[config.mk]
export PLATFORM = sky130hd
export DESIGN_NAME = serial_command_line_decoder_flat
export DESIGN_NICKNAME = d
export VERILOG_FILES = /design/src/design/scld_pkg.sv /design/src/design/scld_if.sv /design/src/design/scld_parser.sv /design/src/design/scld_key_match.sv /design/src/design/serial_command_line_decoder.sv /design/src/flat_wrapper.sv
export VERILOG_INCLUDE_DIRS = /design/src /design/src/design
export SDC_FILE = /design/constraint.sdc
export NUM_CORES = 1
export LEC_CHECK = 0
export BUFFER_PORTS_ARGS = -buffer_cell sky130_fd_sc_hd__clkbuf_2
export CAP_MARGIN = 40
export CORE_ASPECT_RATIO = 1.4
export CORE_MARGIN = 1
export CORE_UTILIZATION = 45
export CTS_CLUSTER_SIZE = 12
export DETAILED_ROUTE_END_ITERATION = 8
export GPL_TIMING_DRIVEN = 0
export HOLD_SLACK_MARGIN = 0.03
export PLACE_DENSITY = 0.67
export SETUP_SLACK_MARGIN = 0.15
export SLEW_MARGIN = 20
export SYNTH_ARGS = -nofsm -noshare
export SYNTH_HDL_FRONTEND = slang
export SYNTH_SLANG_ARGS = --single-unit
[constraint.sdc]
create_clock -name i_clk -period 11.1 [get_ports i_clk]
set_clock_uncertainty 0.05 [all_clocks]
set_input_delay 0 -clock i_clk [delete_from_list [all_inputs] [get_ports i_clk]]
set_output_delay 0 -clock i_clk [all_outputs]
set_load 0.02 [all_outputs]
[src/design/serial_command_line_decoder_macros.svh]
// ---------------------------------------------------------------------------
// Serial command line decoder assertion macros
// Shared concurrent assertion forms, clocked on i_clk and held off in reset.
// ---------------------------------------------------------------------------
`ifndef SERIAL_COMMAND_LINE_DECODER_MACROS_SVH
`define SERIAL_COMMAND_LINE_DECODER_MACROS_SVH

// Consequent must hold in the same cycle as the antecedent.
`define SCLD_ASSERT_NOW(label, ante, cons, msg) \
    label: assert property (@(posedge i_clk) disable iff (!i_rst_n) (ante) |-> (cons)) \
        else $error(msg);

// Consequent must hold in the cycle after the antecedent.
`define SCLD_ASSERT_NEXT(label, ante, cons, msg) \
    label: assert property (@(posedge i_clk) disable iff (!i_rst_n) (ante) |=> (cons)) \
        else $error(msg);

`endif

[src/design/scld_pkg.sv]
// ---------------------------------------------------------------------------
// Serial command line decoder package
// Sizes, parse phase and radix codes, the line-end struct and character tests.
// ---------------------------------------------------------------------------
package scld_pkg;

    localparam int KEY_SLOTS  = 8;
    localparam int LINE_BYTES = 32;

    localparam int KEY_TABLE_W = 64;
    localparam int KEY_COUNT_W = 4;
    localparam int INDEX_W     = 3;
    localparam int VALUE_W     = 31;
    localparam int POS_W       = $clog2(LINE_BYTES);
    localparam int CFG_ADDR_W  = 4;
    localparam int CFG_DATA_W  = 64;

    localparam logic [POS_W-1:0]   POS_LIMIT = POS_W'(LINE_BYTES - 1);
    localparam logic [VALUE_W-1:0] VALUE_MAX = '1;

    localparam logic [7:0] CH_NEWLINE = 8'd10;
    localparam logic [7:0] CH_SPACE   = 8'd32;

    // Parse phases.
    localparam logic [2:0] PH_LETTER = 3'd0;
    localparam logic [2:0] PH_SPACE  = 3'd1;
    localparam logic [2:0] PH_FIRST  = 3'd2;
    localparam logic [2:0] PH_ZERO   = 3'd3;
    localparam logic [2:0] PH_PREFIX = 3'd4;
    localparam logic [2:0] PH_DIGITS = 3'd5;
    localparam logic [2:0] PH_SKIP   = 3'd6;

    // Number radix codes.
    localparam logic [1:0] RADIX_DEC = 2'd0;
    localparam logic [1:0] RADIX_OCT = 2'd1;
    localparam logic [1:0] RADIX_HEX = 2'd2;

    // Register indexes on the configuration port.
    localparam logic REG_KEY_TABLE = 1'b0;
    localparam logic REG_KEY_COUNT = 1'b1;

    typedef struct packed {
        logic               valid;
        logic [7:0]         letter;
        logic [VALUE_W-1:0] value;
    } t_line_end;

    typedef struct packed {
        logic               hit;
        logic [INDEX_W-1:0] index;
    } t_key_hit;

    function automatic logic is_letter(logic [7:0] c);
        return (c >= "A" && c <= "Z") || (c >= "a" && c <= "z");
    endfunction

    function automatic logic is_blank(logic [7:0] c);
        return (c == CH_SPACE) || (c >= 8'd9 && c <= 8'd13);
    endfunction

    // Returns {valid, digit value} for a byte in the given radix.
    function automatic logic [4:0] digit_of(logic [7:0] c, logic [1:0] radix);
        logic       v;
        logic [3:0] d;
        v = 1'b0;
        d = 4'd0;
        if (c >= "0" && c <= "9") begin
            v = 1'b1;
            d = c[3:0];
        end else if (radix == RADIX_HEX &&
                     ((c >= "a" && c <= "f") || (c >= "A" && c <= "F"))) begin
            v = 1'b1;
            d = c[3:0] + 4'd9;
        end
        if (radix == RADIX_OCT && d > 4'd7) begin
            v = 1'b0;
        end
        return {v, d};
    endfunction

endpackage

[src/design/scld_if.sv]
// ---------------------------------------------------------------------------
// Serial command line decoder channels
// Valid/ready channels for received bytes and for decoded commands.
// ---------------------------------------------------------------------------
interface scld_byte_if;
    logic       valid;
    logic       ready;
    logic [7:0] rx_byte;

    modport source (output valid, output rx_byte, input ready);
    modport sink (input valid, input rx_byte, output ready);
endinterface

interface scld_cmd_if;
    logic        valid;
    logic        ready;
    logic [2:0]  command_index;
    logic [7:0]  command_letter;
    logic [30:0] command_value;

    modport source (output valid, output command_index, output command_letter,
                    output command_value, input ready);
    modport sink (input valid, input command_index, input command_letter,
                  input command_value, output ready);
endinterface

[src/design/scld_parser.sv]
// ---------------------------------------------------------------------------
// Serial command line decoder parser
// Holds the per-line parse registers and advances them by one byte per step.
// ---------------------------------------------------------------------------
module scld_parser (
    input  logic                i_clk,
    input  logic                i_rst_n,
    input  logic                i_step,
    input  logic [7:0]          i_byte,
    output scld_pkg::t_line_end o_end
);
    import scld_pkg::*;

    logic [2:0]         r_phase,  n_phase;
    logic [7:0]         r_letter, n_letter;
    logic [1:0]         r_radix,  n_radix;
    logic [VALUE_W-1:0] r_acc,    n_acc;
    logic [POS_W-1:0]   r_pos,    n_pos;
    logic               r_ended,  n_ended;

    logic [4:0]       w_dig_oct;
    logic [4:0]       w_dig_hex;
    logic [4:0]       w_dig_cur;
    logic             w_do_acc;
    logic [1:0]       w_acc_radix;
    logic [3:0]       w_acc_digit;
    logic [POS_W-1:0] w_pos_inc;
    logic             w_done;

    // acc * radix + digit, saturated. The multiply is shifts and one add.
    function automatic logic [VALUE_W-1:0] accumulate(logic [VALUE_W-1:0] acc,
                                                      logic [1:0] radix,
                                                      logic [3:0] d);
        logic [VALUE_W+3:0] prod;
        logic [VALUE_W+4:0] sum;
        case (radix)
            RADIX_HEX: prod = {acc, 4'b0000};
            RADIX_OCT: prod = {1'b0, acc, 3'b000};
            default:   prod = {1'b0, acc, 3'b000} + {3'b000, acc, 1'b0};
        endcase
        sum = {1'b0, prod} + {{(VALUE_W+1){1'b0}}, d};
        if (sum > {5'b00000, VALUE_MAX}) begin
            return VALUE_MAX;
        end
        return sum[VALUE_W-1:0];
    endfunction

    assign w_dig_oct = digit_of(i_byte, RADIX_OCT);
    assign w_dig_hex = digit_of(i_byte, RADIX_HEX);
    assign w_dig_cur = digit_of(i_byte, r_radix);
    assign w_pos_inc = r_pos + POS_W'(1);

    always_comb begin
        n_phase     = r_phase;
        n_letter    = r_letter;
        n_radix     = r_radix;
        n_acc       = r_acc;
        n_pos       = r_pos;
        n_ended     = r_ended;
        w_do_acc    = 1'b0;
        w_acc_radix = r_radix;
        w_acc_digit = w_dig_cur[3:0];
        w_done      = 1'b0;
        o_end       = '0;

        if (i_step) begin
            if (r_phase == PH_SKIP) begin
                if (i_byte == CH_NEWLINE) begin
                    n_phase  = PH_LETTER;
                    n_letter = '0;
                    n_radix  = RADIX_DEC;
                    n_acc    = '0;
                    n_pos    = '0;
                    n_ended  = 1'b0;
                end
            end else begin
                unique case (r_phase)
                    PH_LETTER: begin
                        if (is_letter(i_byte)) begin
                            n_letter = i_byte;
                            n_phase  = PH_SPACE;
                        end else begin
                            n_phase = PH_SKIP;
                        end
                    end
                    PH_SPACE: begin
                        n_phase = is_blank(i_byte) ? PH_FIRST : PH_SKIP;
                    end
                    PH_FIRST: begin
                        if (i_byte == "0") begin
                            n_phase = PH_ZERO;
                        end else if (i_byte >= "1" && i_byte <= "9") begin
                            n_radix     = RADIX_DEC;
                            w_do_acc    = 1'b1;
                            w_acc_radix = RADIX_DEC;
                            w_acc_digit = i_byte[3:0];
                            n_phase     = PH_DIGITS;
                        end else begin
                            n_phase = PH_SKIP;
                        end
                    end
                    PH_ZERO: begin
                        if (!r_ended) begin
                            if (i_byte == "x" || i_byte == "X") begin
                                n_phase = PH_PREFIX;
                            end else if (w_dig_oct[4]) begin
                                n_radix     = RADIX_OCT;
                                w_do_acc    = 1'b1;
                                w_acc_radix = RADIX_OCT;
                                w_acc_digit = w_dig_oct[3:0];
                                n_phase     = PH_DIGITS;
                            end else begin
                                n_ended = 1'b1;
                            end
                        end
                    end
                    PH_PREFIX: begin
                        if (!r_ended) begin
                            if (w_dig_hex[4]) begin
                                n_radix     = RADIX_HEX;
                                w_do_acc    = 1'b1;
                                w_acc_radix = RADIX_HEX;
                                w_acc_digit = w_dig_hex[3:0];
                                n_phase     = PH_DIGITS;
                            end else begin
                                n_ended = 1'b1;
                            end
                        end
                    end
                    PH_DIGITS: begin
                        if (!r_ended) begin
                            if (w_dig_cur[4]) begin
                                w_do_acc = 1'b1;
                            end else begin
                                n_ended = 1'b1;
                            end
                        end
                    end
                    default: begin
                        n_phase = r_phase;
                    end
                endcase

                // The accumulator is still zero when the first digit arrives.
                if (w_do_acc) begin
                    n_acc = accumulate(r_acc, w_acc_radix, w_acc_digit);
                end

                n_pos  = w_pos_inc;
                w_done = (i_byte == CH_NEWLINE) || (w_pos_inc >= POS_LIMIT);

                if (w_done) begin
                    o_end.valid  = (n_phase == PH_ZERO) || (n_phase == PH_PREFIX) ||
                                   (n_phase == PH_DIGITS);
                    o_end.letter = n_letter;
                    o_end.value  = n_acc;
                    // A line cut at the length limit drops the rest up to newline.
                    n_phase  = (i_byte == CH_NEWLINE) ? PH_LETTER : PH_SKIP;
                    n_letter = '0;
                    n_radix  = RADIX_DEC;
                    n_acc    = '0;
                    n_pos    = '0;
                    n_ended  = 1'b0;
                end
            end
        end
    end

    always_ff @(posedge i_clk) begin
        if (!i_rst_n) begin
            r_phase  <= PH_LETTER;
            r_letter <= '0;
            r_radix  <= RADIX_DEC;
            r_acc    <= '0;
            r_pos    <= '0;
            r_ended  <= 1'b0;
        end else begin
            r_phase  <= n_phase;
            r_letter <= n_letter;
            r_radix  <= n_radix;
            r_acc    <= n_acc;
            r_pos    <= n_pos;
            r_ended  <= n_ended;
        end
    end

endmodule

[src/design/scld_key_match.sv]
// ---------------------------------------------------------------------------
// Serial command line decoder key match
// Compares a letter against the active key slots; the lowest slot wins.
// ---------------------------------------------------------------------------
module scld_key_match (
    input  logic [scld_pkg::KEY_TABLE_W-1:0] i_key_table,
    input  logic [scld_pkg::KEY_COUNT_W-1:0] i_key_count,
    input  logic [7:0]                       i_letter,
    output scld_pkg::t_key_hit               o_hit
);
    import scld_pkg::*;

    always_comb begin
        o_hit = '0;
        // Walk downwards so that the lowest matching slot is left standing.
        for (int k = KEY_SLOTS - 1; k >= 0; k--) begin
            if (KEY_COUNT_W'(k) < i_key_count && i_key_table[8*k +: 8] == i_letter) begin
                o_hit.hit   = 1'b1;
                o_hit.index = INDEX_W'(k);
            end
        end
    end

endmodule

[src/design/serial_command_line_decoder.sv]
// ---------------------------------------------------------------------------
// Serial command line decoder
// Parses "letter, blank, number" text lines and emits matched commands.
// ---------------------------------------------------------------------------
// Takes one received byte per clock and turns each well-formed line into at
// most one command request carrying the matching key slot, the letter and the
// number (decimal, octal after a leading zero, hex after 0x, saturated at
// 2147483647). A byte is held in an input register, then the parse registers
// and the key compare update from it into the result register, so the final
// byte of a line passes the input register and then the result register, and
// the sustained rate is one byte per clock. The only stall comes from a held
// result: while a command waits to be taken, the byte behind it waits too.
// Key table and key count must be written over the APB port while the line is
// idle (the block does not enforce it); key_table is at byte address 0 and key_count at byte address 8.
module serial_command_line_decoder (
    input  logic                            i_clk,
    input  logic                            i_rst_n,
    scld_byte_if.sink                       i_rx,
    scld_cmd_if.source                      o_cmd,
    input  logic                            psel,
    input  logic                            penable,
    input  logic                            pwrite,
    input  logic [scld_pkg::CFG_ADDR_W-1:0] paddr,
    input  logic [scld_pkg::CFG_DATA_W-1:0] pwdata,
    output logic [scld_pkg::CFG_DATA_W-1:0] prdata,
    output logic                            pready
);
    import scld_pkg::*;

`include "serial_command_line_decoder_macros.svh"

    logic [KEY_TABLE_W-1:0] r_key_table;
    logic [KEY_COUNT_W-1:0] r_key_count;

    logic             r_in_valid;
    logic [7:0]       r_in_byte;

    logic               r_out_valid;
    logic [INDEX_W-1:0] r_out_index;
    logic [7:0]         r_out_letter;
    logic [VALUE_W-1:0] r_out_value;

    logic      w_step;
    logic      w_emit;
    t_line_end w_end;
    t_key_hit  w_hit;
    logic [5:0] w_out_key_bit;

    // Configuration port. Only bit 3 of the address is decoded.
    assign pready = 1'b1;
    assign prdata = (paddr[3] == REG_KEY_COUNT) ?
                    {{(CFG_DATA_W-KEY_COUNT_W){1'b0}}, r_key_count} : r_key_table;

    always_ff @(posedge i_clk) begin
        if (!i_rst_n) begin
            r_key_table <= '0;
            r_key_count <= '0;
        end else if (psel && penable && pwrite && pready) begin
            if (paddr[3] == REG_KEY_COUNT) begin
                r_key_count <= pwdata[KEY_COUNT_W-1:0];
            end else begin
                r_key_table <= pwdata;
            end
        end
    end

    // The held byte is parsed once the result register is free or being taken.
    assign w_step     = r_in_valid && (!r_out_valid || o_cmd.ready);
    assign i_rx.ready = !r_in_valid || w_step;

    always_ff @(posedge i_clk) begin
        if (!i_rst_n) begin
            r_in_valid <= 1'b0;
        end else if (i_rx.ready) begin
            r_in_valid <= i_rx.valid;
        end
    end

    always_ff @(posedge i_clk) begin
        if (i_rx.valid && i_rx.ready) begin
            r_in_byte <= i_rx.rx_byte;
        end
    end

    scld_parser u_parser (
        .i_clk   (i_clk),
        .i_rst_n (i_rst_n),
        .i_step  (w_step),
        .i_byte  (r_in_byte),
        .o_end   (w_end)
    );

    scld_key_match u_key_match (
        .i_key_table (r_key_table),
        .i_key_count (r_key_count),
        .i_letter    (w_end.letter),
        .o_hit       (w_hit)
    );

    assign w_emit = w_end.valid && w_hit.hit;

    always_ff @(posedge i_clk) begin
        if (!i_rst_n) begin
            r_out_valid <= 1'b0;
        end else if (w_step) begin
            r_out_valid <= w_emit;
        end else if (o_cmd.ready) begin
            r_out_valid <= 1'b0;
        end
    end

    always_ff @(posedge i_clk) begin
        if (w_step && w_emit) begin
            r_out_index  <= w_hit.index;
            r_out_letter <= w_end.letter;
            r_out_value  <= w_end.value;
        end
    end

    assign o_cmd.valid          = r_out_valid;
    assign o_cmd.command_index  = r_out_index;
    assign o_cmd.command_letter = r_out_letter;
    assign o_cmd.command_value  = r_out_value;

    assign w_out_key_bit = {o_cmd.command_index, 3'b000};

    `SCLD_ASSERT_NOW(a_key_agrees, o_cmd.valid, r_key_table[w_out_key_bit +: 8] == o_cmd.command_letter, "command letter differs from its key slot")
    `SCLD_ASSERT_NOW(a_slot_in_use, o_cmd.valid, {1'b0, o_cmd.command_index} < r_key_count, "command slot beyond the key count")
    `SCLD_ASSERT_NEXT(a_byte_held, r_in_valid && !w_step, r_in_valid && $stable(r_in_byte), "held byte lost before it was parsed")
    `SCLD_ASSERT_NEXT(a_no_spurious, !w_step && !r_out_valid, !r_out_valid, "command request raised without a parsed byte")

endmodule

[src/flat_wrapper.sv]
// flat-port wrapper written by rule: the top's interface ports become plain ports
module serial_command_line_decoder_flat import scld_pkg::*;
  (i_clk, i_rst_n, psel, penable, pwrite, paddr, pwdata, prdata, pready, i_rx_valid, i_rx_rx_byte, i_rx_ready, o_cmd_valid, o_cmd_command_index, o_cmd_command_letter, o_cmd_command_value, o_cmd_ready);
  scld_byte_if i_rx_i ();
  scld_cmd_if o_cmd_i ();
  input  logic i_clk;
  input  logic i_rst_n;
  input  logic psel;
  input  logic penable;
  input  logic pwrite;
  input  logic [scld_pkg::CFG_ADDR_W-1:0] paddr;
  input  logic [scld_pkg::CFG_DATA_W-1:0] pwdata;
  output logic [scld_pkg::CFG_DATA_W-1:0] prdata;
  output logic pready;
  input wire logic [$bits(i_rx_i.valid)-1:0] i_rx_valid;
  input wire logic [$bits(i_rx_i.rx_byte)-1:0] i_rx_rx_byte;
  output wire logic [$bits(i_rx_i.ready)-1:0] i_rx_ready;
  output wire logic [$bits(o_cmd_i.valid)-1:0] o_cmd_valid;
  output wire logic [$bits(o_cmd_i.command_index)-1:0] o_cmd_command_index;
  output wire logic [$bits(o_cmd_i.command_letter)-1:0] o_cmd_command_letter;
  output wire logic [$bits(o_cmd_i.command_value)-1:0] o_cmd_command_value;
  input wire logic [$bits(o_cmd_i.ready)-1:0] o_cmd_ready;
  assign i_rx_i.valid = i_rx_valid;
  assign i_rx_i.rx_byte = i_rx_rx_byte;
  assign i_rx_ready = i_rx_i.ready;
  assign o_cmd_valid = o_cmd_i.valid;
  assign o_cmd_command_index = o_cmd_i.command_index;
  assign o_cmd_command_letter = o_cmd_i.command_letter;
  assign o_cmd_command_value = o_cmd_i.command_value;
  assign o_cmd_i.ready = o_cmd_ready;
  serial_command_line_decoder u_core (.i_clk(i_clk), .i_rst_n(i_rst_n), .i_rx(i_rx_i), .o_cmd(o_cmd_i), .psel(psel), .penable(penable), .pwrite(pwrite), .paddr(paddr), .pwdata(pwdata), .prdata(prdata), .pready(pready));
endmodule
# Word-level counts from Yosys, hierarchy flattened
# Cells that the tools add are included.
[classes] mux=110 n_reduce_logical=44 addsub=4 order_cmp=23 n_bitwise=3 multipliers=0 n_div=0 shift=0 eq_ne=27
[ops] cell="$mux W31" n=6
[ops] cell="$mux W40" n=3
[ops] cell="$mux W35" n=3
[ops] cell="$mux W4" n=22
[ops] cell="$pmux W35 S2" n=1
[ops] cell="$eq A8 B8 Y1" n=8
[ops] cell="$mux W64" n=1
[ops] cell="$mux W3" n=14
[ops] cell="$mux W8" n=5
[ops] cell="$add A35 B4 Y36" n=1
[ops] cell="$gt A36 B31 Y1 const B" n=1
[ops] cell="$add A34 B32 Y35" n=1
[ops] cell="$mux W1" n=34
[ops] cell="$le A8 B7 Y1 const B" n=4
[ops] cell="$mux W2" n=13
[ops] cell="$logic_and A1 B1 Y1" n=23
[ops] cell="$eq A8 B6 Y1 const B" n=2
[ops] cell="$eq A8 B7 Y1 const B" n=2
[ops] cell="$ge A8 B6 Y1 const B" n=2
[ops] cell="$ge A8 B7 Y1 const B" n=2
[ops] cell="$lt A3 B4 Y1 const A" n=4
[ops] cell="$eq A3 B3 Y1 const B" n=5
[ops] cell="$mux W5" n=3
[ops] cell="$pmux W3 S5" n=1
[ops] cell="30 further kinds" n=50
[word_totals] output_inout_bits=109 word_cells=227 register_bits=170 romBits=0 n_memories=0 inputBits=83 latchBits=0 mem_bits_rw=0

# Logic depth before layout (Yosys ltp)
# Gate-level depths: netlist (run 1).
[logic_depth] word_depth=40 ltp_mapped=30 depth_no_buf=21

# Modules after synthesis
# A second synthesis (run 1) with hierarchy kept.
[unflattened] cells_unflattened=1516 hier_area_um2=12505.7
[modules_own_cells] mod="scld_parser" seq_area_each_um2=1001.0 area_each_um2=6827.8 cells_per_inst=967 n_inst=1
[modules_own_cells] mod="serial_command_line_decoder" seq_area_each_um2=2902.8 area_each_um2=4755.8 cells_per_inst=426 n_inst=1
[modules_own_cells] mod="scld_key_match" seq_area_each_um2=0.0 area_each_um2=922.1 cells_per_inst=123 n_inst=1

# Worst setup path before layout (run 1)
# OpenSTA, ideal clock, no wires.
[synth_path] path_type="register to register" startpoint="register u_core.r_in_byte[1]" endpoint="register u_core.r_out_value[18] (netlist: u_core.o_cmd.command_value[18]) (data pin)" setup_slack_ps=4443 arrival_ps=6349 setup_time_ps=258 synth_period_minus_slack_ps=6657 path_buffers=9 t_required_ps=10792 stages_incl_launch_ff=31 path_cell_list="edfxtp_1 -> inv_1 -> ha_1 -> clkbuf_1 -> nor2_1 -> a2111o_1 -> a21o_1 -> a211o_1 -> nor2_1 -> a21oi_1 -> ha_1 -> clkbuf_1 -> buf_2 -> buf_1 -> clkbuf_1 -> buf_1 -> clkbuf_1 -> and2_1 -> ha_1 -> fa_1 -> a21oi_1 -> nor2_1 -> nand2_1 -> and4bb_2 -> nand4b_2 -> nor4_2 -> mux2i_1 -> or2_1 -> buf_6 -> buf_6 -> o221a_1"
[synth_via] elab_chain_cells=24 elab_cells_between_ends=83 classes_between="add/sub (2); order compare (10); eq/ne (6); mux (54); bitwise (1); reduce/logical (10)"
[synth_rtl] item="from (decl)" line="serial_command_line_decoder.sv:36" source="logic [7:0] r_in_byte;"
[synth_rtl] item="from (signal assigned)" line="serial_command_line_decoder.sv:81" source="r_in_byte <= i_rx.rx_byte;"
[synth_rtl] item="$ge A8 B6 Y1 or $le A8 B6 Y1 (tied branches)" line="scld_pkg.sv:67, scld_parser.sv:92"
[synth_rtl] item="$logic_and A1 B1 Y1" line="scld_pkg.sv:67" source="if (c >= \"0\" && c <= \"9\") begin"
[synth_rtl] item="$mux W4" line="scld_pkg.sv:67"
[synth_rtl] item="$gt A4 B3 Y1" line="scld_pkg.sv:75" source="if (radix == RADIX_OCT && d > 4'd7) begin"
[synth_rtl] item="$mux W1" line="scld_pkg.sv:75"
[synth_rtl] item="$mux W2 (2 in series)"
[synth_rtl] item="$mux W2" line="scld_parser.sv:103" source="if (!r_ended) begin"
[synth_rtl] item="$pmux W2 S3"
[synth_rtl] item="[... 7 more ...]"
[synth_rtl] item="$add A35 B4 Y36" line="scld_parser.sv:41" source="sum = {1'b0, prod} + {{(VALUE_W+1){1'b0}}, d};"
[synth_rtl] item="$gt A36 B31 Y1" line="scld_parser.sv:42" source="if (sum > {5'b00000, VALUE_MAX}) begin"
[synth_rtl] item="$mux W1" line="scld_parser.sv:42"
[synth_rtl] item="$mux W1" line="scld_parser.sv:145" source="if (w_do_acc) begin"
[synth_rtl] item="$mux W1" line="scld_parser.sv:67" source="if (r_phase == PH_SKIP) begin"
[synth_rtl] item="$mux W1" line="scld_parser.sv:66" source="if (i_step) begin"
[synth_rtl] item="$mux W31" line="scld_parser.sv:45" source="return sum[VALUE_W-1:0];"
[synth_rtl] item="$mux W31" line="scld_parser.sv:145"
[synth_rtl] item="to (signal assigned)" line="serial_command_line_decoder.sv:116" source="r_out_value <= w_end.value;"
[synth_rtl] item="to (decl)" line="serial_command_line_decoder.sv:41" source="logic [VALUE_W-1:0] r_out_value;"
# Several ways; a longest one is shown, not always the timed one. The select of a mux whose other input is x is not followed.
# A chain may end at the register's enable or synchronous reset.

# Worst setup path in the final report (run 1)
[layout_path] startpoint="register u_core.r_in_byte[1]" endpoint="register u_core.r_out_value[19] (netlist: u_core.o_cmd.command_value[19]) (data pin)"
# The elaborated chain is that of the path after synthesis.

==> results of run 1 <==
registers in the layout, summed over array words and instances, names as in the netlist, 2 cells and up:
| register | flops |
|---|---|
| u_core.o_cmd.command_letter | 8 |
| u_core.u_parser.r_pos | 5 |
| u_core.o_cmd.command_index | 3 |
| u_core.r_in_byte | 8 |
| u_core.u_parser.r_letter | 8 |
| u_core.u_parser.r_radix | 2 |
| u_core.r_key_table | 64 |
| u_core.r_key_count | 4 |
| u_core.o_cmd.command_value | 31 |
| u_core.u_parser.r_acc | 31 |
| u_core.u_parser.r_phase | 3 |
stage by stage:
stage | setup WS, ns | util, % | cell area, um^2 | power [mW]
2_1_floorplan | 4.44 | - | 12600 | 0.771
3_3_place_gp | 2.34 | 50.9 | 14000 | 0.826
3_5_place_dp | 2.37 | 51.3 | 14100 | 0.829
4_1_cts | 2.32 | 56.1 | 15500 | 1.43
5_1_grt | 1.82 | 56.1 | 15500 | 1.47
6_report | 2.19 | 56.1 | 15500 | 1.43
worst paths after layout:
| check | start | to | slack, ns | depth (start not counted) |
|---|---|---|---|---|
| max | u_core.r_in_byte[1] | u_core.o_cmd.command_value[19] | 2.19 | 29 |
| min | paddr[3] | u_core.r_key_table[1] | 0.08 | 5 |
| max reg2reg | u_core.r_in_byte[1] | u_core.o_cmd.command_value[19] | 2.19 | 29 |
| min reg2reg | u_core.r_key_table[33] | u_core.r_key_table[33] | 0.42 | 2 |
metal layers:
metal	part of all wire [%]	GRT usage (%)	vias up
met5	0	0	-
met4	6.8	21.7	0
met3	5.2	5.38	172
met2	50	55.9	545
met1	38	34.2	6369
li1	-	-	6479
worst min-delay path: stages:
cell	delay (ns)
sky130_fd_sc_hd__clkbuf_2	0.12
sky130_fd_sc_hd__nor2_1	0.09
sky130_fd_sc_hd__buf_4	0.18
sky130_fd_sc_hd__nand2_1	0.07
sky130_fd_sc_hd__a21boi_0	0.06
power breakdown:
| group | total [mW] | leakage [nW] | switching (mW) | internal (mW) |
|---|---|---|---|---|
| Clock | 0.584 | 0.275 | 0.261 | 0.323 |
| Sequential | 0.660 | 1.40 | 0.0132 | 0.646 |
| Combinational | 0.182 | 4.15 | 0.106 | 0.0759 |
placed cells by master (no fill, tap or decap), types with 12 or more instances in the layout:
master,count
sky130_fd_sc_hd__nand4_1,23
sky130_fd_sc_hd__clkbuf_16,19
sky130_fd_sc_hd__a21boi_0,69
sky130_fd_sc_hd__a31oi_1,24
sky130_fd_sc_hd__clkbuf_2,187
sky130_fd_sc_hd__and3_1,12
sky130_fd_sc_hd__nand3_1,28
sky130_fd_sc_hd__ha_1,41
sky130_fd_sc_hd__nor3_1,43
sky130_fd_sc_hd__dfxtp_1,120
sky130_fd_sc_hd__xnor2_1,41
sky130_fd_sc_hd__edfxtp_1,50
sky130_fd_sc_hd__and2_1,12
sky130_fd_sc_hd__o211ai_1,13
sky130_fd_sc_hd__o21ai_0,101
sky130_fd_sc_hd__xor2_1,31
sky130_fd_sc_hd__inv_1,35
sky130_fd_sc_hd__a21oi_1,85
sky130_fd_sc_hd__clkbuf_1,83
sky130_fd_sc_hd__buf_2,15
sky130_fd_sc_hd__nor4_1,13
sky130_fd_sc_hd__a21o_1,17
sky130_fd_sc_hd__nand2b_1,13
sky130_fd_sc_hd__a2111oi_0,24
sky130_fd_sc_hd__nor2_1,121
sky130_fd_sc_hd__or3_1,14
sky130_fd_sc_hd__dlygate4sd3_1,77
sky130_fd_sc_hd__nor2b_1,81
sky130_fd_sc_hd__a221oi_1,16
sky130_fd_sc_hd__nand2_1,221
sky130_fd_sc_hd__a22oi_1,18
layout make-up:
type                            instances  area [um^2]  area share, %
Clock inverter                         10         62.6          0.404
Clock buffer                           22          507           3.28
Sequential cell                       170         3900           25.2
Inverter                               35          131          0.849
Multi-Input combinational cell       1281         8170           52.8
Buffer                                105          430           2.78
Tap cell                              370          463           2.99
Timing Repair Buffer                  274         1800           11.7
cell families (layout without fill, tap and decap cells):
| family | after synthesis | after routing | share of synthesized area, % |
|---|---|---|---|
| mux | 18 | 18 | 1.50 |
| other cells | 1 | 1 | 0.0297 |
| buf+inv | 140 | 446 | 4.45 |
| xor+xnor | 72 | 72 | 4.99 |
| flops | 170 | 170 | 30.9 |
| fa+ha+maj | 43 | 43 | 4.38 |
| simple gates | 635 | 635 | 25.3 |
| compound gates | 512 | 512 | 28.4 |
==> results by group, run 1 <==
STA
  – Tcrit/Tclk final: between 80% and 90%
  – Post-Route Hold Slack: about 0.077 ns
  – RSZ-0062 raised after global routing: no
  – Final Hold Vio Count: 0
  – Final setup violating endpoints: 0
  – Worst max-slew margin expressed relative to the limit: about two fifths
  – Setup TNS: 0 ns
  – Max-slew violations: 0
  – Pin slew with the least headroom to its limit: 0.886 ns
  – Time the final worst path needs with I/O delays and setup: 8.91 ns
  – Max Clock Freq: 112 MHz

Place
  – Port bufs: 187
  – Estimated wirelength of the detail-placed design: 34.5 mm
  – Number of instances in the placed design: 2158
  – Final weighted congestion of routability-driven global placement: 0.975

Logic synthesis
  – Synth async-reset ratio: 0%
  – Most area-hungry cell type in the Yosys netlist: sky130_fd_sc_hd__dfxtp_1
  – Syn avg cell area: 7.94 um^2
  – Yosys warning count: 0
  – Most frequently used flop master after synthesis: sky130_fd_sc_hd__dfxtp_1
  – Post-synth EDFFs: 50
  – Cell variety after synth: 88
  – Flip-flop and latch count after synthesis: 170
  – Most common library cells after synthesis: sky130_fd_sc_hd__nand2_1, sky130_fd_sc_hd__nor2_1, sky130_fd_sc_hd__dfxtp_1
  – Area share of the largest cell type after synthesis: 19.0%
  – Instance count of the mapped netlist: around 1600
  – Synthesized netlist net count: 1717
  – Cell Area, Synth: 12600 um^2
  – Cell with the most instances after synthesis: sky130_fd_sc_hd__nand2_1
  – Area contributors post-synth: sky130_fd_sc_hd__dfxtp_1, sky130_fd_sc_hd__edfxtp_1, sky130_fd_sc_hd__nand2_1, sky130_fd_sc_hd__a21boi_0, sky130_fd_sc_hd__ha_1
  – Sequential cell area fraction in the yosys report: slightly above 30%

Worst setup path
  – CP max FO: 10
  – Type of the worst setup path: flip-flop to flip-flop
  – Cell at the slowest stage of the critical path: sky130_fd_sc_hd__mux2i_1
  – Buffers plus inverters on the worst setup path: 9
  – Arrival time worst endpoint: 9.14 ns
  – CP max stage delay: 0.54 ns
  – Data required time at the worst endpoint: roughly 11 ns
  – Dominant cell type by count on the critical path: sky130_fd_sc_hd__clkbuf_1
  – Sort of element at the start of the critical path: flip-flop
  – Type of element capturing the critical path: flip-flop
  – Worst path top cell family by delay: buffers and inverters

Floorplanning
  – Die width: 144 um
  – Area of the die: 28700 um^2
  – Core Region: about 28000 um^2
  – Count of boundary I/O pins: around 190
  – Initial standard-cell utilization of the core: 45.8%
  – Row count: 72
  – Die Ht: 200 um

Clocking
  – Cells resized by post-CTS repair: 0
  – Post-CTS Repair Setup Buffers: 0
  – TritonCTS clock tree: built
  – TritonCTS buffer count: 17
  – Number of hold-repair buffers added at the cts stage: 77
  – Insertion delay to the later sink of the worst-skew pair: approximately 0.46 ns
  – Clock tree root driver cell: sky130_fd_sc_hd__clkbuf_16
  – Number of sinks on the clock net: 170
  – Clock-pin slew of the registers on the worst-case setup and hold paths: 0.07 ns
  – H-tree lvl count: 4
  – Buffer depth of the longest clock path: 2

Pwr
  – Power per unit of standard cell area: 92.2 nW/um^2
  – Leakage power summed over all cells: approximately 5.8 nW
  – Peak supply drop: between 100 and 150 uV

Route
  – Pre-Repair DR Iteration Count: 5
  – DRT antenna net count: 0
  – Total DRC errors in the routed layout: 0
  – Drt via density: 5.98
  – Via count: 13600
  – Final routed wirelength across all metal layers: around 45 mm
  – Initial DRC Count: 958
  – DR WL/cell: 19.8 um

Global route
  – Global-route usage over all layers: between 30% and 40%
  – Overflow after GRT: 0
  – Vias in the first global route: roughly 13000
  – Wire length of the first global-routing pass: 70.4 mm
  – Number of antenna violations at the first check in global routing: 0
  – Pin count of the biggest net entering global routing: 19

Finish
  – Net count of the finished layout: 2010
  – Layout-stage area growth over the synthesis result: 22.5%
  – Number of filler instances in the final layout: 2601
  – Diode insertion count for antenna repair: 0
  – Share of cells above drive strength 1: 15.2%
  – Non-filler cells, final: 2267

Worst hold path
  – Class of the tightest hold or removal check: input port to flip-flop

Run
  – Number of maximum-capacitance constraint violations: 0

Run status
  – Outcome: finished, final reports clean
No activity file was read; power rests on OpenSTA's default activity.
==> run 2, diff against run 1 <==
==> constraint.sdc (replaced) <==
create_clock -name i_clk -period 8.97 [get_ports i_clk]
set_clock_uncertainty 0.05 [all_clocks]
set_input_delay 0 -clock i_clk [delete_from_list [all_inputs] [get_ports i_clk]]
set_output_delay 0 -clock i_clk [all_outputs]
set_load 0.02 [all_outputs]
==> results by group, run 2 (synthesis results as in run 1) <==
Floorplanning
  – Die width: 144 um (unchanged)
  – Initial standard-cell utilization of the core: 45.8% (unchanged)
  – Area of the die: 28700 um^2 (unchanged)
  – Die Ht: 200 um (unchanged)
  – Count of boundary I/O pins: 192 (unchanged)
  – Row count: 72 (unchanged)
  – Core Region: 27600 um^2 (unchanged)

Worst setup path
  – CP max FO: 19 (+9)
  – Data required time at the worst endpoint: 9.21 ns (-2.12 ns)
  – CP max stage delay: 0.56 ns (+0.02 ns)
  – Sort of element at the start of the critical path: flip-flop
  – Worst path top cell family by delay: buffers and inverters
  – Type of the worst setup path: flip-flop to flip-flop
  – Arrival time worst endpoint: 8.58 ns (-0.56 ns)
  – Type of element capturing the critical path: flip-flop
  – Cell at the slowest stage of the critical path: sky130_fd_sc_hd__mux2i_1
  – Buffers plus inverters on the worst setup path: 9 (unchanged)

Pwr
  – Peak supply drop: 132 uV (+23%)
  – Net switching share of the total power: 26.6% (-0.077 points)
  – Share of total power in sequential cells: 46.3% (about the same)
  – Relative contribution of combinational cells to total power: 12.8% (about the same)
  – Power per unit of standard cell area: 114 nW/um^2 (+24%)
  – Clock group share of total power: 40.9% (about the same)
  – Leakage power summed over all cells: 5.83 nW (about the same)
  – Internal power: 1.29 mW (+24%)
  – Net switching power figure: 470 uW (+23%)

Place
  – Estimated wirelength of the detail-placed design: 34.5 mm (unchanged)
  – Area of placed instances: 14100 um^2 (unchanged)
  – Pre-CTS WS: 0.242 ns (-2.13 ns)
  – Final weighted congestion of routability-driven global placement: 0.975 (unchanged)
  – Port bufs: 187 (unchanged)

Finish
  – Number of filler instances in the final layout: 2600 (-0.038%)
  – Diode insertion count for antenna repair: 0 (unchanged)
  – Share of cells above drive strength 1: 15.3% (+0.11 points)
  – Largest register FFs: 64 (unchanged)
  – Layout-stage area growth over the synthesis result: 22.5% (about the same)
  – Most common cell after layout, fill and taps aside: sky130_fd_sc_hd__nand2_1
  – Finished layout cell area: 15500 um^2 (about the same)
  – Register with the most flip-flops: u_core.r_key_table
  – Register Area: 3900 um^2 (unchanged)
  – Final core area utilization: 56.1% (about the same)
  – Area of the multi-input gates: 8170 um^2 (unchanged)
  – Net count of the finished layout: 2009 (-0.050%)
  – Top library cells by usage in the layout, fill and taps aside: sky130_fd_sc_hd__nand2_1, sky130_fd_sc_hd__clkbuf_2, sky130_fd_sc_hd__nor2_1, sky130_fd_sc_hd__dfxtp_1, sky130_fd_sc_hd__o21ai_0

STA
  – Time the final worst path needs with I/O delays and setup: 8.35 ns (-0.564 ns)
  – Setup TNS: 0 ns (unchanged)
  – RSZ-0062 raised after global routing: no
  – Final setup violating endpoints: 0 (unchanged)
  – Worst max-slew margin expressed relative to the limit: 42.0% (+1.2 points)
  – Pin slew with the least headroom to its limit: 0.866 ns (-0.0201 ns)
  – Max Clock Freq: 120 MHz (+6.8%)
  – Final Hold Vio Count: 0 (unchanged)
  – Tcrit/Tclk final: 93.1% (+13 points)
  – Max-slew violations: 0 (unchanged)
  – Worst setup slack after layout: 0.623 ns (-1.57 ns)
  – Post-Route Hold Slack: 0.0775 ns (+0.000690 ns)

Clocking
  – Clock-pin slew of the registers on the worst-case setup and hold paths: 0.07 ns (about the same)
  – H-tree lvl count: 4 (unchanged)
  – Clock tree root driver cell: sky130_fd_sc_hd__clkbuf_16
  – Number of sinks on the clock net: 170 (unchanged)
  – TritonCTS buffer count: 17 (unchanged)
  – TritonCTS clock tree: built
  – Insertion delay to the later sink of the worst-skew pair: 0.45 ns (about the same)
  – Buffer depth of the longest clock path: 2 (unchanged)

Global route
  – Vias in the first global route: 13300 (unchanged)
  – Pin count of the biggest net entering global routing: 19 (unchanged)
  – Overflow after GRT: 0 (unchanged)
  – Number of antenna violations at the first check in global routing: 0 (unchanged)
  – Wire length of the first global-routing pass: 70.4 mm (unchanged)
  – Global-route usage over all layers: 31.8% (unchanged)

Run status
  – Outcome: finished, final reports clean

Route
  – Total DRC errors in the routed layout: 0 (unchanged)
  – Via count: 13500 (-0.29%)
  – Drt via density: 5.97 (-0.25%)
  – DR WL/cell: 19.8 um (-0.26%)
  – Initial DRC Count: 1009 (+5.3%)
  – DRT antenna net count: 0 (unchanged)
  – Final routed wirelength across all metal layers: 44.8 mm (-0.30%)
  – Pre-Repair DR Iteration Count: 5 (unchanged)

Run
  – Number of maximum-capacitance constraint violations: 0 (unchanged)

Worst hold path
  – Class of the tightest hold or removal check: input port to flip-flop
-- run 2: cell count changes in the layout (fill, tap and decap cells not counted) --
cell / change
sky130_fd_sc_hd__clkbuf_2: +2
sky130_fd_sc_hd__clkbuf_1: -2
sky130_fd_sc_hd__buf_1: -1
-- run 2: power by group through the flow --
stage	clock network [mW]	logic [mW]	registers (mW)
final	0.721	0.226	0.816
after global routing	0.756	0.245	0.818
after CTS	0.728	0.221	0.816
after detailed placement	0	0.193	0.833
after global placement	0	0.190	0.833
after floorplan	0	0.127	0.827
-- run 2: final timing paths --
check                           cells past startpoint                    from  slack [ns]                              to
worst max-delay path                               29     u_core.r_in_byte[1]        0.62  u_core.o_cmd.command_value[21]
worst min-delay path                                5                paddr[3]        0.08           u_core.r_key_table[1]
worst max register to register                     29     u_core.r_in_byte[1]        0.62  u_core.o_cmd.command_value[21]
worst min register to register                      2  u_core.r_key_table[33]        0.42          u_core.r_key_table[33]
-- run 2: worst register-to-register path, delay by kind of cell, from the launching register on --
| kind | cells | cell delay, ns |
|---|---|---|
| compound gates | 6 | 1.42 |
| fa+ha+maj | 4 | 0.82 |
| buf+inv | 9 | 2.80 |
| flops | 1 | 0.52 |
| mux | 1 | 0.56 |
| simple gates | 9 | 2.00 |
-- run 2: layer usage --
metal  wire (um)  GRT usage, %  vias to the layer above
li1            -             -                     6468
met1       17000          34.2                     6301
met2       22300          55.9                      579
met3        2380          5.38                      177
met4        3090          21.7                        0
met5           0             0                        -
-- run 2: layout make-up --
type	instances	area share (%)
repair buffers	274	11.7
flip-flops and latches	170	25.2
clock inverters	10	0.404
inverters	35	0.849
plain buffers	104	2.77
well taps	370	2.99
multi-input cells	1281	52.8
clock buffers	22	3.28
-- run 2: repair_timing --
item / CTS / global route
endpoints found under the setup margin: 0 / 62
hold buffers: 77 / 0
hold endpoints to repair: 81 / 0
gates resized for setup: 0 / 4
buffers inserted: 0 / 0
-- run 2: metrics by stage --
| step | total power, mW | cells |
|---|---|---|
| after floorplan | 0.954 | 1591 |
| after global placement | 1.02 | 2148 |
| after detailed placement | 1.03 | 2158 |
| after CTS | 1.76 | 2267 |
| after global routing | 1.82 | 2266 |
| final | 1.76 | 2266 |
==> run 3, diff against run 2 <==
--- a/config.mk
+++ b/config.mk
@@ -6,16 +6,17 @@
 export SDC_FILE = /design/constraint.sdc
 export NUM_CORES = 1
 export LEC_CHECK = 0
+export ABC_AREA = 1
 export BUFFER_PORTS_ARGS = -buffer_cell sky130_fd_sc_hd__clkbuf_2
 export CAP_MARGIN = 40
 export CORE_ASPECT_RATIO = 1.4
-export CORE_MARGIN = 1
-export CORE_UTILIZATION = 45
+export CORE_MARGIN = 2
+export CORE_UTILIZATION = 25
 export CTS_CLUSTER_SIZE = 12
 export DETAILED_ROUTE_END_ITERATION = 8
 export GPL_TIMING_DRIVEN = 0
 export HOLD_SLACK_MARGIN = 0.03
-export PLACE_DENSITY = 0.67
+export PLACE_DENSITY = 0.42
 export SETUP_SLACK_MARGIN = 0.15
 export SLEW_MARGIN = 20
 export SYNTH_ARGS = -nofsm -noshare
==> results by group, run 3 <==
Worst setup path
  – Type of the worst setup path: flip-flop to flip-flop
  – Sort of element at the start of the critical path: flip-flop
  – CP max FO: 10 (-9)
  – CP max stage delay: 0.59 ns (+0.03 ns)
  – Cell at the slowest stage of the critical path: sky130_fd_sc_hd__clkbuf_1
  – Dominant cell type by count on the critical path: sky130_fd_sc_hd__nand2_1
  – Data required time at the worst endpoint: 9.18 ns (-0.03 ns)
  – Arrival time worst endpoint: 7.39 ns (-1.19 ns)
  – Type of element capturing the critical path: flip-flop

Pwr
  – Peak supply drop: 138 uV (+4.7%)
  – Share of total power in sequential cells: 45.5% (-0.8 points)
  – Power per unit of standard cell area: 109 nW/um^2 (-4.7%)
  – Leakage power summed over all cells: 7.23 nW (+24%)
  – Clock group share of total power: 41.1% (+0.2 points)
  – Internal power: 1.28 mW (-1.1%)
  – Relative contribution of combinational cells to total power: 13.5% (+0.7 points)
  – Net switching power figure: 524 uW (+12%)
  – Net switching share of the total power: 29.1% (+2.4 points)

Place
  – Final weighted congestion of routability-driven global placement: 0.905 (-7.2%)
  – Number of instances in the placed design: 2950 (+37%)
  – Estimated wirelength of the detail-placed design: 41.1 mm (+19%)
  – Port bufs: 187 (unchanged)

Logic synthesis
  – Synthesized netlist net count: 2173 (+27%)
  – Most frequently used flop master after synthesis: sky130_fd_sc_hd__dfxtp_1
  – Yosys warning count: 0 (unchanged)
  – Flip-flop and latch count after synthesis: 170 (unchanged)
  – Sequential cell area fraction in the yosys report: 29.2% (-1.7 points)
  – Cell variety after synth: 52 (-41%)
  – Cell Area, Synth: 13400 um^2 (+5.9%)
  – Cell with the most instances after synthesis: sky130_fd_sc_hd__nand2_1
  – Syn avg cell area: 6.53 um^2 (-18%)
  – Area contributors post-synth: sky130_fd_sc_hd__dfxtp_1, sky130_fd_sc_hd__nand2_1, sky130_fd_sc_hd__edfxtp_1, sky130_fd_sc_hd__inv_1, sky130_fd_sc_hd__nor2_1
  – Instance count of the mapped netlist: 2047 (+29%)
  – Area share of the largest cell type after synthesis: 18.0% (-1.1 points)
  – Most common library cells after synthesis: sky130_fd_sc_hd__nand2_1, sky130_fd_sc_hd__inv_1, sky130_fd_sc_hd__nor2_1
  – Synth async-reset ratio: 0% (unchanged)
  – Post-synth EDFFs: 50 (unchanged)
  – Most area-hungry cell type in the Yosys netlist: sky130_fd_sc_hd__dfxtp_1

STA
  – Final setup violating endpoints: 0 (unchanged)
  – Worst max-slew margin expressed relative to the limit: 46.4% (+4.4 points)
  – Time the final worst path needs with I/O delays and setup: 7.18 ns (-1.17 ns)
  – RSZ-0062 raised after global routing: no
  – Max-slew violations: 0 (unchanged)
  – Setup TNS: 0 ns (unchanged)
  – Tcrit/Tclk final: 80.0% (-13 points)
  – Max Clock Freq: 139 MHz (+16%)
  – Pin slew with the least headroom to its limit: 0.804 ns (-0.0622 ns)
  – Final Hold Vio Count: 0 (unchanged)

Route
  – Final routed wirelength across all metal layers: 50.4 mm (+12%)
  – DR WL/cell: 16.4 um (-17%)
  – Via count: 13900 (+3.0%)
  – DRT antenna net count: 0 (unchanged)
  – Total DRC errors in the routed layout: 0 (unchanged)
  – Pre-Repair DR Iteration Count: 6 (+1)
  – Drt via density: 4.55 (-24%)
  – Initial DRC Count: 707 (-30%)

Floorplanning
  – Row count: 100 (+39%)
  – Core Region: 53100 um^2 (+92%)
  – Die Ht: 278 um (+39%)
  – Area of the die: 55400 um^2 (+93%)
  – Initial standard-cell utilization of the core: 25.2% (-21 points)
  – Count of boundary I/O pins: 192 (unchanged)
  – Die width: 199 um (+39%)

Global route
  – Global-route usage over all layers: 18.5% (-13 points)
  – Wire length of the first global-routing pass: 78.4 mm (+12%)
  – Pin count of the biggest net entering global routing: 23 (+4)
  – Overflow after GRT: 0 (unchanged)
  – Vias in the first global route: 14300 (+7.5%)
  – Number of antenna violations at the first check in global routing: 0 (unchanged)

Clocking
  – TritonCTS buffer count: 17 (unchanged)
  – H-tree lvl count: 4 (unchanged)
  – Number of sinks on the clock net: 170 (unchanged)
  – TritonCTS clock tree: built
  – Clock-pin slew of the registers on the worst-case setup and hold paths: 0.08 ns (about the same)
  – Clock tree root driver cell: sky130_fd_sc_hd__clkbuf_16
  – Cells resized by post-CTS repair: 0 (unchanged)
  – Insertion delay to the later sink of the worst-skew pair: 0.48 ns (+0.03 ns)
  – Buffer depth of the longest clock path: 2 (unchanged)

Finish
  – Top library cells by usage in the layout, fill and taps aside: sky130_fd_sc_hd__nand2_1, sky130_fd_sc_hd__inv_1, sky130_fd_sc_hd__nor2_1, sky130_fd_sc_hd__clkbuf_2, sky130_fd_sc_hd__a21oi_1
  – Diode insertion count for antenna repair: 0 (unchanged)
  – Most common cell after layout, fill and taps aside: sky130_fd_sc_hd__nand2_1
  – Largest register FFs: 64 (unchanged)
  – Layout-stage area growth over the synthesis result: 24.1%
  – Share of cells above drive strength 1: 17.2% (+1.8 points)
  – Number of filler instances in the final layout: 5943 (+130%)
  – Non-filler cells, final: 3062 (+35%)
  – Register with the most flip-flops: u_core.r_key_table
  – Net count of the finished layout: 2461 (+22%)

Worst hold path
  – Class of the tightest hold or removal check: input port to flip-flop

Run status
  – Outcome: finished, final reports clean

Run
  – Number of maximum-capacitance constraint violations: 0 (unchanged)
run 3: path summary, 6_finish.rpt:
kind,start,to,slack [ns],depth (start not counted)
hold / removal,i_rst_n,u_core.u_parser.r_letter[2],0.05,3
setup reg to reg,u_core.r_in_byte[1],u_core.o_cmd.command_value[18],1.79,34
hold reg to reg,u_core.u_parser.r_letter[0],u_core.u_parser.r_letter[0],0.42,2
setup / recovery,u_core.r_in_byte[1],u_core.o_cmd.command_value[18],1.79,34
run 3: timing repair:
action                    in CTS  in global routing
setup buffers                  0                  0
hold buffers                  80                  0
hold endpoints to repair      78                  0
run 3: worst max-delay path, delay by kind of cell, from the launching register on:
| family | cells | cell delay, ns |
|---|---|---|
| AO/OA/AOI/OAI | 4 | 0.71 |
| adder cells (fa/ha/maj) | 3 | 1.01 |
| buffers and inverters | 6 | 1.75 |
| flip-flops | 1 | 0.49 |
| AND/OR/NAND/NOR | 21 | 2.92 |
run 3: through the flow:
step	total power [mW]	cell area [um^2]	utilization [%]	hold WS [ns]	setup WS [ns]
floorplan	0.974	13400	-	0.0489	3.64
global placement	1.05	15200	28.7	0.128	1.82
detailed placement	1.05	15200	28.7	0.129	1.79
CTS	1.83	16600	31.3	0.0568	1.78
global route	1.87	16600	31.3	0.0595	1.27
finish	1.80	16600	31.3	0.0477	1.79
run 3: cell type report:
class	instances	area, um^2	share of cell area (%)
Multi-Input combinational cell	1502	7930	47.8
Sequential cell	170	3900	23.5
Timing Repair Buffer	269	1780	10.7
Inverter	305	1150	6.96
Tap cell	714	893	5.38
Clock buffer	21	470	2.83
Buffer	70	379	2.28
Clock inverter	11	85.1	0.513
run 3: cells by family after synthesis:
logic type	synth area share, %
flops	29.2
simple gates	38.3
compound gates	13.0
buf+inv	11.5
fa+ha+maj	4.14
other cells	0.0280
xor+xnor	3.80
run 3: power groups by stage:
| stage | sequential (mW) | combinational, mW | clock (mW) |
|---|---|---|---|
| 2_1_floorplan | 0.833 | 0.141 | 0 |
| 6_report | 0.819 | 0.243 | 0.741 |
| 4_1_cts | 0.819 | 0.245 | 0.763 |
| 3_3_place_gp | 0.836 | 0.216 | 0 |
| 3_5_place_dp | 0.837 | 0.217 | 0 |
| 5_1_grt | 0.822 | 0.271 | 0.782 |
run 3: metal layers:
layer  wire [um]  up-vias  track usage (%)
met4        1520        0             7.58
li1            -     7139                -
met2       27100      285             35.8
met3        1660       69             2.59
met1       20000     6434             19.7
met5           0        -                0
